`config.mk`:
```
export PLATFORM = sky130hd
export DESIGN_NAME = joystick_to_differential_drive
export DESIGN_NICKNAME = d
export VERILOG_FILES = /design/src/jtdd_pkg.sv /design/src/jtdd_front.sv /design/src/jtdd_queue.sv /design/src/jtdd_back.sv /design/src/joystick_to_differential_drive.sv
export SDC_FILE = /design/constraint.sdc
export NUM_CORES = 1
export LEC_CHECK = 0
export BUFFER_PORTS_ARGS = -buffer_cell sky130_fd_sc_hd__buf_2
export CORE_MARGIN = 4
export CORE_UTILIZATION = 40
export DETAILED_ROUTE_END_ITERATION = 8
export REMOVE_ABC_BUFFERS = 1
export SLEW_MARGIN = 25
export SYNTH_ARGS = -nofsm -noshare
export SYNTH_HDL_FRONTEND = slang
export SYNTH_SLANG_ARGS = --single-unit
export TNS_END_PERCENT = 100
```
`constraint.sdc`:
```
create_clock -name i_clk -period 7.25 [get_ports i_clk]
set_input_delay 0 -clock i_clk [delete_from_list [all_inputs] [get_ports i_clk]]
set_output_delay 0 -clock i_clk [all_outputs]
set_load 0.02 [all_outputs]
```
`src/jtdd_pkg.sv`:
```
`default_nettype none
package jtdd_pkg;

    localparam logic [1:0] CMD_JOY    = 2'd0;
    localparam logic [1:0] CMD_BUTTON = 2'd1;

    localparam logic [7:0] BTN_REMOTE_OFF = 8'h46;
    localparam logic [7:0] BTN_REMOTE_ON  = 8'h47;
    localparam logic [7:0] BTN_NITRO_ON   = 8'h43;
    localparam logic [7:0] BTN_NITRO_OFF  = 8'h4A;

    localparam int SPEED_W = 14;
    localparam int LEVEL_W = 5;

    typedef logic signed [LEVEL_W-1:0] t_level;

    typedef struct packed {
        logic   handled;
        logic   drive_valid;
        logic   nitro;
        t_level speed_lvl;
        t_level dir_lvl;
    } t_entry;

    typedef struct packed {
        logic   valid;
        t_entry entry;
    } t_push;

    typedef struct packed {
        logic   valid;
        t_entry entry;
    } t_head;

    // Axis scaled to -10..10 steps of 100: positive values divide by 127,
    // the rest by 128, both truncated toward zero.
    function automatic t_level scale_axis(input logic signed [7:0] v);
        logic [7:0]  mag;
        logic [10:0] n;
        logic [3:0]  q0;
        logic [10:0] rem;
        logic [3:0]  q;
        begin
            if (v > 8'sd0) begin
                mag = v;
                n   = 11'(mag) * 11'd10;
                q0  = 4'(n >> 7);
                rem = n - ((11'(q0) << 7) - 11'(q0));
                q   = (rem >= 11'd127) ? q0 + 4'd1 : q0;
                scale_axis = LEVEL_W'($signed({1'b0, q}));
            end else begin
                mag = 8'(-$signed(9'(v)));
                n   = 11'(mag) * 11'd10;
                q   = 4'(n >> 7);
                scale_axis = -LEVEL_W'($signed({1'b0, q}));
            end
        end
    endfunction

endpackage
`default_nettype wire

```
`src/jtdd_front.sv`:
```
`default_nettype none
module jtdd_front
    import jtdd_pkg::*;
(
    input  wire logic        i_clk,
    input  wire logic        i_rst_n,
    input  wire logic        i_cfg_valid,
    input  wire logic        i_cfg_data,
    input  wire logic        i_accept,
    input  wire logic [1:0]  i_cmd,
    input  wire logic [7:0]  i_joy_x,
    input  wire logic [7:0]  i_joy_y,
    input  wire logic [7:0]  i_button_code,
    output t_push            o_push
);

    logic r_use_joystick;
    logic r_remote_on;
    logic r_nitro_on;
    logic n_remote_on;
    logic n_nitro_on;

    logic signed [7:0] x_dz;
    logic signed [7:0] y_dz;
    logic              is_joy;
    logic              is_button;
    logic              drive;

    always_comb begin
        x_dz = $signed(i_joy_x);
        y_dz = $signed(i_joy_y);
        if (x_dz > -8'sd5 && x_dz < 8'sd5) begin
            x_dz = 8'sd0;
        end
        if (y_dz > -8'sd15 && y_dz < 8'sd5) begin
            y_dz = 8'sd0;
        end
    end

    assign is_joy    = (i_cmd == CMD_JOY);
    assign is_button = (i_cmd == CMD_BUTTON);
    assign drive     = is_joy && r_use_joystick && r_remote_on;

    always_comb begin
        n_remote_on = r_remote_on;
        n_nitro_on  = r_nitro_on;
        if (i_accept && is_button) begin
            unique case (i_button_code)
                BTN_REMOTE_OFF: n_remote_on = 1'b0;
                BTN_REMOTE_ON:  n_remote_on = 1'b1;
                BTN_NITRO_ON:   n_nitro_on  = 1'b1;
                BTN_NITRO_OFF:  n_nitro_on  = 1'b0;
                default: ;
            endcase
        end
    end

    always_ff @(posedge i_clk) begin
        if (!i_rst_n) begin
            r_use_joystick <= 1'b1;
            r_remote_on    <= 1'b1;
            r_nitro_on     <= 1'b0;
        end else begin
            if (i_cfg_valid) begin
                r_use_joystick <= i_cfg_data;
            end
            r_remote_on <= n_remote_on;
            r_nitro_on  <= n_nitro_on;
        end
    end

    always_comb begin
        o_push.valid             = i_accept;
        o_push.entry.handled     = is_joy || is_button;
        o_push.entry.drive_valid = drive;
        o_push.entry.nitro       = r_nitro_on;
        o_push.entry.speed_lvl   = drive ? scale_axis(y_dz) : '0;
        o_push.entry.dir_lvl     = drive ? scale_axis(x_dz) : '0;
    end

endmodule
`default_nettype wire

```
`src/jtdd_queue.sv`:
```
`default_nettype none
module jtdd_queue
    import jtdd_pkg::*;
#(
    parameter int DEPTH = 2
) (
    input  wire logic  i_clk,
    input  wire logic  i_rst_n,
    input  wire t_push i_push,
    input  wire logic  i_pop,
    output logic       o_full,
    output t_head      o_head
);

    localparam int PW = (DEPTH > 1) ? $clog2(DEPTH) : 1;
    localparam int CW = $clog2(DEPTH + 1);

    t_entry        r_mem [DEPTH];
    logic [PW-1:0] r_wptr;
    logic [PW-1:0] r_rptr;
    logic [CW-1:0] r_count;
    logic          do_push;
    logic          do_pop;

    assign o_full       = (r_count == CW'(DEPTH));
    assign do_push      = i_push.valid && !o_full;
    assign do_pop       = i_pop && (r_count != '0);
    assign o_head.valid = (r_count != '0);
    assign o_head.entry = r_mem[r_rptr];

    always_ff @(posedge i_clk) begin
        if (do_push) begin
            r_mem[r_wptr] <= i_push.entry;
        end
    end

    always_ff @(posedge i_clk) begin
        if (!i_rst_n) begin
            r_wptr  <= '0;
            r_rptr  <= '0;
            r_count <= '0;
        end else begin
            if (do_push) begin
                r_wptr <= (r_wptr == PW'(DEPTH - 1)) ? '0 : r_wptr + PW'(1);
            end
            if (do_pop) begin
                r_rptr <= (r_rptr == PW'(DEPTH - 1)) ? '0 : r_rptr + PW'(1);
            end
            case ({do_push, do_pop})
                2'b10:   r_count <= r_count + CW'(1);
                2'b01:   r_count <= r_count - CW'(1);
                default: r_count <= r_count;
            endcase
        end
    end

endmodule
`default_nettype wire

```
`src/jtdd_back.sv`:
```
`default_nettype none
module jtdd_back
    import jtdd_pkg::*;
(
    input  wire logic                i_clk,
    input  wire logic                i_rst_n,
    input  wire t_head               i_head,
    output logic                     o_pop,
    input  wire logic                i_ready,
    output logic                     o_valid,
    output logic                     o_handled,
    output logic                     o_drive_valid,
    output logic signed [SPEED_W-1:0] o_left,
    output logic signed [SPEED_W-1:0] o_right
);

    logic                      r_valid;
    logic                      r_handled;
    logic                      r_drive_valid;
    logic signed [SPEED_W-1:0] r_left;
    logic signed [SPEED_W-1:0] r_right;

    logic signed [7:0] s;
    logic signed [7:0] d;
    logic signed [7:0] b;
    logic signed [7:0] lu;
    logic signed [7:0] ru;
    logic signed [7:0] lk;
    logic signed [7:0] rk;
    logic              curve;
    logic              straight;
    logic              spin;
    logic signed [SPEED_W-1:0] n_left;
    logic signed [SPEED_W-1:0] n_right;

    // Work in steps of 100; the axis magnitudes map to these level tests.
    always_comb begin
        s        = 8'(i_head.entry.speed_lvl);
        d        = 8'(i_head.entry.dir_lvl);
        b        = s <<< 1;
        curve    = (d >= 8'sd4 || d <= -8'sd4) && (s >= 8'sd4 || s <= -8'sd4);
        straight = (s >= 8'sd2 || s <= -8'sd2);
        spin     = (d >= 8'sd2 || d <= -8'sd2);
        lu       = 8'sd0;
        ru       = 8'sd0;
        if (curve) begin
            if (d < 8'sd0) begin
                lu = b;
                ru = (b < 8'sd0) ? b + d : b - d;
            end else begin
                ru = b;
                lu = (b < 8'sd0) ? b - d : b + d;
            end
        end else if (straight) begin
            lu = s <<< 2;
            ru = s <<< 2;
        end else if (spin) begin
            lu = d;
            ru = -d;
        end
        if (i_head.entry.nitro) begin
            if (straight && !curve) begin
                lk = (s <<< 2) + (s <<< 1);
                rk = lk;
            end else begin
                lk = lu <<< 1;
                rk = ru <<< 1;
            end
        end else begin
            lk = lu;
            rk = ru;
        end
        if (i_head.entry.drive_valid) begin
            n_left  = SPEED_W'(lk) * SPEED_W'(100);
            n_right = SPEED_W'(rk) * SPEED_W'(100);
        end else begin
            n_left  = '0;
            n_right = '0;
        end
    end

    assign o_pop = i_head.valid && (!r_valid || i_ready);

    always_ff @(posedge i_clk) begin
        if (!i_rst_n) begin
            r_valid <= 1'b0;
        end else if (o_pop) begin
            r_valid <= 1'b1;
        end else if (i_ready) begin
            r_valid <= 1'b0;
        end
    end

    always_ff @(posedge i_clk) begin
        if (o_pop) begin
            r_handled     <= i_head.entry.handled;
            r_drive_valid <= i_head.entry.drive_valid;
            r_left        <= n_left;
            r_right       <= n_right;
        end
    end

    assign o_valid       = r_valid;
    assign o_handled     = r_handled;
    assign o_drive_valid = r_drive_valid;
    assign o_left        = r_left;
    assign o_right       = r_right;

endmodule
`default_nettype wire

```
`src/joystick_to_differential_drive.sv`:
```
// Remote message handler that turns joystick samples into wheel speeds.
// Input channel (i_s_axis_*): one remote message per item. tuser holds the
// message type, tdata holds the joystick axes and the button code.
// Output channel (o_m_axis_*): exactly one result item per input item, in
// order. tuser carries the handled and drive_valid flags, tdata the left
// and right wheel speeds as signed values.
// Configuration channel (i_cfg_*): writes the use_joystick bit; it is
// always ready and should be written only while no items are in flight.
// An accepted item is written into the queue, then into the output
// register once the output is free, where its result can be taken.
// Throughput is one item per cycle while the receiver takes results;
// the front stage updates the remote and nitro state and scales the
// axes, the back stage mixes the speeds into its output register.
// A queue of QUEUE_DEPTH entries sits between the stages, so input stays
// ready while the receiver stalls until the queue fills.
// Reset sets use_joystick and remote on, clears nitro and empties the queue.
`default_nettype none
module joystick_to_differential_drive
    import jtdd_pkg::*;
#(
    parameter int QUEUE_DEPTH = 2
) (
    input  wire logic        i_clk,
    input  wire logic        i_rst_n,
    input  wire logic        i_cfg_valid,
    output logic             o_cfg_ready,
    input  wire logic        i_cfg_data,
    input  wire logic        i_s_axis_tvalid,
    output logic             o_s_axis_tready,
    // Fields from bit 0: joy_x[7:0], joy_y[15:8], button_code[23:16].
    input  wire logic [23:0] i_s_axis_tdata,
    // Fields from bit 0: cmd[1:0].
    input  wire logic [1:0]  i_s_axis_tuser,
    output logic             o_m_axis_tvalid,
    input  wire logic        i_m_axis_tready,
    // Fields from bit 0: left_speed[13:0], right_speed[27:14], zeros above.
    output logic [31:0]      o_m_axis_tdata,
    // Fields from bit 0: handled[0], drive_valid[1].
    output logic [1:0]       o_m_axis_tuser
);

    t_push push;
    t_head head;
    logic  full;
    logic  pop;
    logic  accept;
    logic  handled;
    logic  drive_valid;
    logic signed [SPEED_W-1:0] left_speed;
    logic signed [SPEED_W-1:0] right_speed;

    assign o_cfg_ready     = 1'b1;
    assign o_s_axis_tready = !full;
    assign accept          = i_s_axis_tvalid && !full;

    jtdd_front u_front (
        .i_clk         (i_clk),
        .i_rst_n       (i_rst_n),
        .i_cfg_valid   (i_cfg_valid),
        .i_cfg_data    (i_cfg_data),
        .i_accept      (accept),
        .i_cmd         (i_s_axis_tuser),
        .i_joy_x       (i_s_axis_tdata[7:0]),
        .i_joy_y       (i_s_axis_tdata[15:8]),
        .i_button_code (i_s_axis_tdata[23:16]),
        .o_push        (push)
    );

    jtdd_queue #(
        .DEPTH (QUEUE_DEPTH)
    ) u_queue (
        .i_clk   (i_clk),
        .i_rst_n (i_rst_n),
        .i_push  (push),
        .i_pop   (pop),
        .o_full  (full),
        .o_head  (head)
    );

    jtdd_back u_back (
        .i_clk         (i_clk),
        .i_rst_n       (i_rst_n),
        .i_head        (head),
        .o_pop         (pop),
        .i_ready       (i_m_axis_tready),
        .o_valid       (o_m_axis_tvalid),
        .o_handled     (handled),
        .o_drive_valid (drive_valid),
        .o_left        (left_speed),
        .o_right       (right_speed)
    );

    assign o_m_axis_tdata = {4'b0000, right_speed, left_speed};
    assign o_m_axis_tuser = {drive_valid, handled};

endmodule
`default_nettype wire

```
-- Yosys cells after proc, flatten, opt, wreduce, memory -nomap -nowiden
Memory sizes are Yosys's and may differ from the RTL's. A register that Yosys moved wholly into a read port is not among the register bits.
Cells that the tools add are included.
- bits in registers: 38
- memory bits (writable): 26
- input bits: 32
- output and inout port bits: 37
- memories kept: 1
- add/subtract/negate cells: 18
- multipliers: 6
- order comparisons: 18
- eq/ne operators: 8
- muxes and demuxes: 33
- reductions and logical operators: 28
- memories (name ; depth ; bits a word ; read ports ; clocked after memory_dff ; wr ports ; line ; RTL):
    u_queue.r_mem ; 2 ; 13 ; 1 ; 1 ; 1 ; jtdd_queue.sv:18 ; t_entry r_mem [DEPTH];
- operators with widths (cell ; count):
    8-bit two-way mux ; 16
    8-bit by 3-bit multiplier with 10-bit output, second input constant ; 4
    8-bit by 7-bit == test with 1-bit output, second input constant ; 4
    8-bit by 6-bit multiplier with 12-bit output, second input constant ; 2
    11-bit by 7-bit greater-or-equal comparator with 1-bit output, second input constant ; 2
    11-bit subtractor ; 2
    11-bit by 4-bit subtractor with 11-bit output ; 2
    5-bit two-way mux ; 4
    8-bit by 1-bit > comparator with 1-bit output, second input constant ; 2
    8-bit by 4-bit less-than comparator with 1-bit output, second input constant ; 2
    8-bit negation ; 2
    1-bit logical AND ; 11
    5-bit by 3-bit greater-or-equal comparator with 1-bit output, second input constant ; 2
    5-bit by 4-bit greater-or-equal comparator with 1-bit output, second input constant ; 2
    5-bit by 2-bit less-or-equal comparator with 1-bit output, second input constant ; 2
    5-bit by 3-bit less-or-equal comparator with 1-bit output, second input constant ; 2
    4-bit negation with 5-bit output ; 2
    2-bit nonzero test ; 5
    4-bit by 1-bit adder with 4-bit output, second input constant ; 2
    7-bit by 6-bit adder with 8-bit output ; 1
    8-bit by 4-bit > comparator with 1-bit output, second input constant ; 1
    8-bit by 5-bit > comparator with 1-bit output, second input constant ; 1
    1-bit two-way mux ; 8
    4-bit two-way mux ; 2
    other kinds (16) ; 28

-- Longest topological paths before layout
Gate-level depths: netlist (run 1).
- depth in word-level cells: 10
- gate-level depth with buffers: 30
- gate-level depth less buffers: 28

-- Modules after synthesis
From an unflattened synthesis (run 1), not the netlist that was laid out.
- cells, all modules: 904
- area, all modules: 8171.6 um2
- by module, submodules not included (module ; times used ; cells each ; area each (um2)):
    jtdd_back ; 1 ; 443 ; 3925.0
    jtdd_front ; 1 ; 384 ; 3005.4
    jtdd_queue ; 1 ; 66 ; 1171.1
    joystick_to_differential_drive ; 1 ; 11 ; 70.1

-- Least setup slack after synthesis (run 1)
OpenSTA, ideal clock, no wires.
- path kind: reg2reg
- from: register (tool-made name)
- to: register u_back.r_left[13], in the netlist u_back.o_left[13] (data pin)
- library setup time: 0.274 ns
- arrival: 5.978 ns
- slack: 0.998 ns
- stages on the path, launching flop included: 26
- path buffers: 2
- cell sequence: dfxtp_1 -> buf_6 -> buf_2 -> mux2i_1 -> inv_1 -> ha_1 -> and2_1 -> a2111o_1 -> nand2_1 -> nand2_1 -> nor2_1 -> o21ai_0 -> a22oi_1 -> ha_1 -> fa_1 -> ha_1 -> ha_1 -> fa_1 -> a21o_1 -> a21oi_1 -> o21bai_1 -> a21oi_1 -> xnor2_1 -> nor3_1 -> a311oi_1 -> o2111ai_1
- RTL lines (item ; line ; RTL):
    end signal, assigned ; jtdd_back.sv:98 ; r_left <= n_left;
    end, declared ; jtdd_back.sv:20 ; logic signed [SPEED_W-1:0] r_left;

==> results.md, run 1 <==
- Initial DRC count: 330
- Post-Synthesis Cell Area: 0.00787 mm2
- Status: completed
- Final cycle utilization of the critical path: 92.2%
- CTS sink count: 61
- Seq/Total Area, Yosys: 22.1%
- Kind of critical path: flip-flop to flip-flop
- Most numerous cell in the Yosys netlist: ha_1
- Post-route ant nets: 0
- Worst-skew pair later-pin latency: 340 ps
- Core area: 0.0194 mm2
- Share of cells above drive strength 1: 11.0%
- Fill cells: 1,937
- Critical Path Most Common Cell: ha_1
- Die X-Extent: 148 um
- Actual slew at the worst max-slew pin: ~990 ps
- Final slew viol count: 0
- Top_reg_cell synth: edfxtp_1
- Synth Area in Simple Gates: between 10 and 15%
- Post-synthesis xor/xnor area fraction: 8.13%
- Number of global-route vias before repair: 6,137
- Cells along the critical path: mux2i_1, inv_1, ha_1, and2_1, a2111o_1, nand2_1, nand2_1, nor2_1, o21ai_0, a22oi_1, ha_1, fa_1, ha_1, ha_1, fa_1, a21o_1, a21oi_1, o21bai_1, a21oi_1, xnor2_1, nor3_1, a311oi_1, o2111ai_1
- Synth Area in Compound Gates: 18.0%
- Die ar.: 0.0220 mm2
- Post-layout minimum cycle time: 6690 ps
- Root buf cell: clkbuf_16
- GR Overflow Total: 0
- GRT Total Usage: 15.6%
- Skew final: roughly 10 ps
- Mapped Cells: 894
- Largest family of logic cells by synthesized area: adder cells
- Worst-path clk slew: approximately 50 ps
- Largest net degree at the start of global routing: 28
- DR DRC count: 0
- Ys async rst share: 0%
- WP buf/inv: 1
- MaxCap Viol Count: 0
- Setup bufs post-CTS: 0
- Logic depth of the worst path, buffers included: 23
- CP max stage delay: 550 ps
- Rel. slew slack: 32.1%
- Syn. warnings: 0
- DP HPWL: ~13,000 um
- First-pass GRT wire length: about 28,000 um
- IO Pins: 69
- Final Hold Vio Count: 0
- Vias per cell: 5.17
- Clk buf depth: 2
- # setup viols final: 0
- Adder-cell area share of the yosys netlist: 26.9%
- Slowest-stage cell, CP: dfxtp_2
- Avg Synthesized Cell Area: 8.80 um2
- End of the critical path: u_back.o_left[13]
- Rows: 51
- Area share of the largest cell type after synthesis: 22.1%
- Port Buf Inserts: 59
- Vias post-DR: 6,348
- Initial Util: slightly above 40%
- Clock buffer count from CTS: 9
- P&R area growth vs syn: 11.8%
- Area leader, netlist: ha_1
- Initial antenna violation count: 0
- Hold Path Class: primary input to flip-flop
- RSZ-0062 raised after global routing: false
- DR WL/cell: about 14 um
- Crit path max fanout: 14
- WP data required: 7320 ps
- Final setup TNS: 0 ps
- CP Launch Type: flip-flop
- R2R cell count: 23
- DR pass1 iterations: 5
- Reg2reg end: u_back.o_left[13]
- Number of synthesized flops with an enable pin: 52
- Synth Register Bits: a little over 60
- R2R setup slack: roughly 560 ps
- Fmax: 0.150 GHz
- Final wirelength: 16,600 um
- Worst path arrival time: 6750 ps
- CP Capture Type: flip-flop
- TritonCTS clock tree: yes
- Cell family with most CP delay: adder cells
- H-tree Lvls: 3
- # diodes: 0
- Post-synthesis mux area share: 3.07%
- Commonest cells in the synthesized netlist: ha_1 (139), inv_1 (92), a21oi_1 (69)
- Largest cells by area after synthesis: ha_1 (22%), edfxtp_1 (20%), xnor2_1 (6.0%)
- Nets: 1,149
- Routability cong.: 0.944
- Netlist cell types: 70
- Die height: 148 um
## layer usage
layer  global-route usage (%)  vias to the layer above  part of all wire [%]
met2                     27.4                      101                    49
met4                     3.93                        0                   1.5
met5                        0                        -                     0
li1                         -                     3307                     -
met3                     3.60                       20                   3.6
met1                     19.4                     2920                    46
## cell type report
| cell class | instances | area, um2 | area share (%) |
|---|---|---|---|
| clock inverters | 6 | 38.8 | 0.441 |
| well taps | 265 | 332 | 3.77 |
| repair buffers | 82 | 488 | 5.55 |
| clock buffers | 10 | 229 | 2.60 |
| flip-flops and latches | 61 | 1740 | 19.8 |
| multi-input cells | 712 | 5620 | 63.9 |
| inverters | 93 | 349 | 3.97 |
## registers in the layout, indices dropped and copies added, names as in the netlist, named ones only
name / cells
u_queue.r_rptr: 1
u_back.o_drive_valid: 1
u_queue.r_mem: 26
u_queue.r_count: 2
u_back.o_valid: 1
u_queue.r_wptr: 1
u_front.r_use_joystick: 1
u_back.o_left: 12
u_front.r_remote_on: 1
u_back.o_right: 12
u_back.o_handled: 1
u_front.r_nitro_on: 1
## cells in the final DEF (no fill, tap or decap), types with 9 or more instances in the layout
cell / n
a211oi_1: 13
a21o_1: 14
a21oi_1: 69
a31oi_1: 10
and2_1: 31
buf_2: 59
buf_4: 15
clkbuf_16: 9
conb_1: 9
edfxtp_1: 52
fa_1: 19
ha_1: 139
inv_1: 92
mux2i_1: 16
nand2_1: 50
nand3_1: 18
nor2_1: 61
nor2b_1: 12
nor3_1: 22
o21ai_0: 29
o21bai_1: 9
xnor2_1: 54
xor2_1: 19
## stage by stage
step	cells	setup slack [ps]	util, %	hold slack, ps	area [um2]
after global placement	1205	536	43.5	221	8450
after floorplan	866	230	-	61.9	7700
final	1229	562	45.3	59.2	8800
after global routing	1229	39.9	45.3	71.7	8800
after CTS	1229	307	45.3	43.2	8800
after detailed placement	1205	343	43.6	239	8450
## worst register-to-register path: cells and delay by family, from the launching register on
family | cells | cell delay (ps)
compound gates | 9 | 2040
xor+xnor | 1 | 230
fa+ha+maj | 6 | 2040
buf+inv | 1 | 300
flops | 1 | 550
mux | 1 | 400
simple gates | 5 | 830
## cells by family after synthesis
kind of cell               count (synthesis)
adders and majority gates                158
muxes                                     21
other                                      2
AOI/OAI and AO/OA                        215
and+or+nand+nor                          236
DFF                                       61
buffers and inverters                    128
xor gates and xnor gates                  73
## how the worst min path moves through the flow
stage,start,endpoint,slack [ps],cells past startpoint
after floorplan,i_rst_n,u_front.r_remote_on,60,1
after global placement,i_cfg_data,u_front.r_use_joystick,220,3
after detailed placement,i_cfg_data,u_front.r_use_joystick,240,3
after CTS,i_m_axis_tready,u_back.o_valid,40,3
after global routing,i_m_axis_tready,u_back.o_valid,70,3
final,i_m_axis_tready,u_back.o_valid,60,3
## repair_timing
item | 4_1_cts | 5_1_grt
hold endpoints to repair | 10 | 0
setup endpoints to repair | 0 | 1
gates resized for setup | 0 | 1
hold buffers | 8 | 0
Power of run 1 is not shown: default switching activity piles up to over one toggle a cycle in this logic, so the estimate is an artifact.
==> run 2: changes to the inputs <==
--- a/config.mk
+++ b/config.mk
@@ -9,6 +9,7 @@
 export CORE_MARGIN = 4
 export CORE_UTILIZATION = 40
 export DETAILED_ROUTE_END_ITERATION = 8
+export PLACE_DENSITY = 0.54
 export REMOVE_ABC_BUFFERS = 1
 export SLEW_MARGIN = 25
 export SYNTH_ARGS = -nofsm -noshare
==> run 2 against run 1 <==
  * First-iteration DRC count is 7.9% higher
  * Clock-buffer cell count is 4 higher
  * Design area grew 0.26%
  * Die area is the same
  * Sequential share of layout area is 0.065 points lower
  * Non-clock buffer count is the same
  * Core utilization increased by 0.12 points
  * Global-route usage about the same
  * Cell count did not move
  * Via count decreased by 0.22%
  * Fmax up 0.67%
  * Critical path type unchanged
  * Highest routed layer unchanged
==> results.md, run 2 (synthesized netlist as in run 1, its figures left out) <==
- Status: completed (unchanged)
- DR pass1 iterations: 5 (unchanged)
- GRT Total Usage: 15.6% (about the same)
- Die ar.: 0.0220 mm2 (unchanged)
- Rel. slew slack: 53.5% (was 32.1%)
- Root buf cell: clkbuf_16 (unchanged)
- Port Buf Inserts: 59 (unchanged)
- R2R setup slack: 610 ps (was 560 ps)
- Post-route ant nets: 0 (unchanged)
- Rows: 51 (unchanged)
- Skew final: 8.61 ps (was 9.75 ps)
- Cell count of the worst hold path: 3 (unchanged)
- Worst-skew pair later-pin latency: 340 ps (about the same)
- RSZ-0062 raised after global routing: false (unchanged)
- Hold Path Class: primary input to flip-flop (unchanged)
- Fill cells: 1,956 (was 1,937)
- P&R area growth vs syn: 12.1% (was 11.8%)
- First-pass GRT wire length: 28,800 um (was 28,400 um)
- Slowest-stage cell, CP: mux2i_4 (was dfxtp_2)
- Initial antenna violation count: 0 (unchanged)
- DR DRC count: 0 (unchanged)
- WP buf/inv: 2 (was 1)
- Final Hold Vio Count: 0 (unchanged)
- DR WL/cell: 13.7 um (was 13.5 um)
- Largest net degree at the start of global routing: 28 (unchanged)
- Reg2reg end: u_back.o_left[13] (unchanged)
- Logic depth of the worst path, buffers included: 24 (was 23)
- Die X-Extent: 148 um (unchanged)
- Routability cong.: 0.881 (was 0.944)
- CP Capture Type: flip-flop (unchanged)
- WP data required: 7320 ps (about the same)
- Cell family with most CP delay: compound AO/OA/AOI/OAI gates (was adder cells)
- MaxCap Viol Count: 0 (unchanged)
- Nets: 1,149 (unchanged)
- Worst path arrival time: 6720 ps (was 6750 ps)
- End of the critical path: u_back.o_left[13] (unchanged)
- Die height: 148 um (unchanged)
- Biggest register: u_queue.r_mem (unchanged)
- Crit path max fanout: 18 (was 14)
- Final cycle utilization of the critical path: 91.6% (was 92.2%)
- Critical Path Most Common Cell: ha_1 (unchanged)
- CP Launch Type: flip-flop (unchanged)
- Post-layout minimum cycle time: 6640 ps (was 6690 ps)
- Worst hold slack: 70.9 ps (was 59.2 ps)
- Core area: 0.0194 mm2 (unchanged)
- Vias per cell: 5.15 (was 5.17)
- # diodes: 0 (unchanged)
- R2R cell count: 24 (was 23)
- Area of the multi-input gates: 0.00562 mm2 (unchanged)
- H-tree Lvls: 3 (unchanged)
- GR Overflow Total: 0 (unchanged)
- Final wirelength: 16,900 um (was 16,600 um)
- CP max stage delay: 590 ps (was 550 ps)
- Kind of critical path: flip-flop to flip-flop (unchanged)
- CTS sink count: 61 (unchanged)
- Most frequent cells in the layout: ha_1 (139), inv_1 (91), a21oi_1 (69), nor2_1 (61), buf_2 (59) (was ha_1 (139), inv_1 (92), a21oi_1 (69), nor2_1 (61), buf_2 (59))
- Clock buffer count from CTS: 9 (unchanged)
- Number of global-route vias before repair: 6,114 (was 6,137)
- Final slew viol count: 0 (unchanged)
- Actual slew at the worst max-slew pin: 697 ps (was 990 ps)
- Setup bufs post-CTS: 0 (unchanged)
- Initial Util: 40.6% (unchanged)
- IO Pins: 69 (unchanged)
- Cells along the critical path: buf_4, mux2i_4, inv_2, ha_1, and2_1, a2111o_1, nand2_1, nand2_1, nor2_1, o21ai_0, a22oi_1, ha_1, fa_1, ha_1, ha_1, fa_1, a21o_1, a21oi_1, o21bai_1, a21oi_1, xnor2_1, nor3_1, a311oi_1, o2111ai_1 (was mux2i_1, inv_1, ha_1, and2_1, a2111o_1, nand2_1, nand2_1, nor2_1, o21ai_0, a22oi_1, ha_1, fa_1, ha_1, ha_1, fa_1, a21o_1, a21oi_1, o21bai_1, a21oi_1, xnor2_1, nor3_1, a311oi_1, o2111ai_1)
- Max FFs per register: 26 (unchanged)
- Vias post-DR: 6,334 (was 6,348)
- DP HPWL: 13,600 um (was 13,500 um)
- Initial DRC count: 356 (was 330)
- Fmax: 0.151 GHz (was 0.150 GHz)
- Clk buf depth: 2 (unchanged)
- Most common cell after layout, fill and taps aside: ha_1 (unchanged)
- Share of cells above drive strength 1: 10.7% (was 11.0%)
- # setup viols final: 0 (unchanged)
- TritonCTS clock tree: yes (unchanged)
- Storage cell area: 0.00174 mm2 (about the same)
- Final setup TNS: 0 ps (unchanged)
- Worst-path clk slew: 60 ps (was 50 ps)
run 2: worst reg2reg max path: stages, from the launching register on:
cell and delay, ps:
dfxtp_1 300, buf_4 280, mux2i_4 590, inv_2 80, ha_1 240, and2_1 200, a2111o_1 400, nand2_1 240
nand2_1 130, nor2_1 200, o21ai_0 200, a22oi_1 310, ha_1 310, fa_1 460, ha_1 310, ha_1 240
fa_1 430, a21o_1 200, a21oi_1 210, o21bai_1 90, a21oi_1 170, xnor2_1 220, nor3_1 110, a311oi_1 300
o2111ai_1 150
run 2: per-stage QoR:
stage	instances	instance area (um2)	worst slack, ps	utilization (%)
finish	1229	8820	606	45.5
CTS	1229	8820	502	45.5
global placement	1204	8440	709	43.5
detailed placement	1204	8440	537	43.5
floorplan	866	7700	230	-
global route	1229	8820	39.2	45.5
run 2: how the worst min path moves through the flow:
stage | from | endpoint | slack [ps]
after CTS | i_m_axis_tready | u_back.o_valid | 60
after floorplan | i_rst_n | u_front.r_remote_on | 60
after detailed placement | i_cfg_data | u_front.r_use_joystick | 230
final | i_m_axis_tready | u_back.o_valid | 70
after global routing | i_m_axis_tready | u_back.o_valid | 90
after global placement | i_cfg_data | u_front.r_use_joystick | 220
run 2: per-layer routing:
layer	global-route usage (%)	share of wire [%]	vias up
li1	-	-	3308
met1	20.3	47	2899
met2	27.0	49	115
met3	2.68	3.4	12
met4	4.20	1.4	0
met5	0	0	-
run 2: cell type report:
type	count	area share, %
clock buffers	14	3.12
clock inverters	2	0.156
inverters	93	3.96
multi-input cells	712	63.7
flip-flops and latches	61	19.7
well taps	265	3.76
repair buffers	82	5.56
run 2: repair_timing:
item | 4_1_cts | 5_1_grt
endpoints found under the setup margin | 0 | 1
gates resized for setup | 0 | 1
hold buffers | 9 | 0
hold endpoints to repair | 10 | 0
Power of run 2 is left out for the same reason.
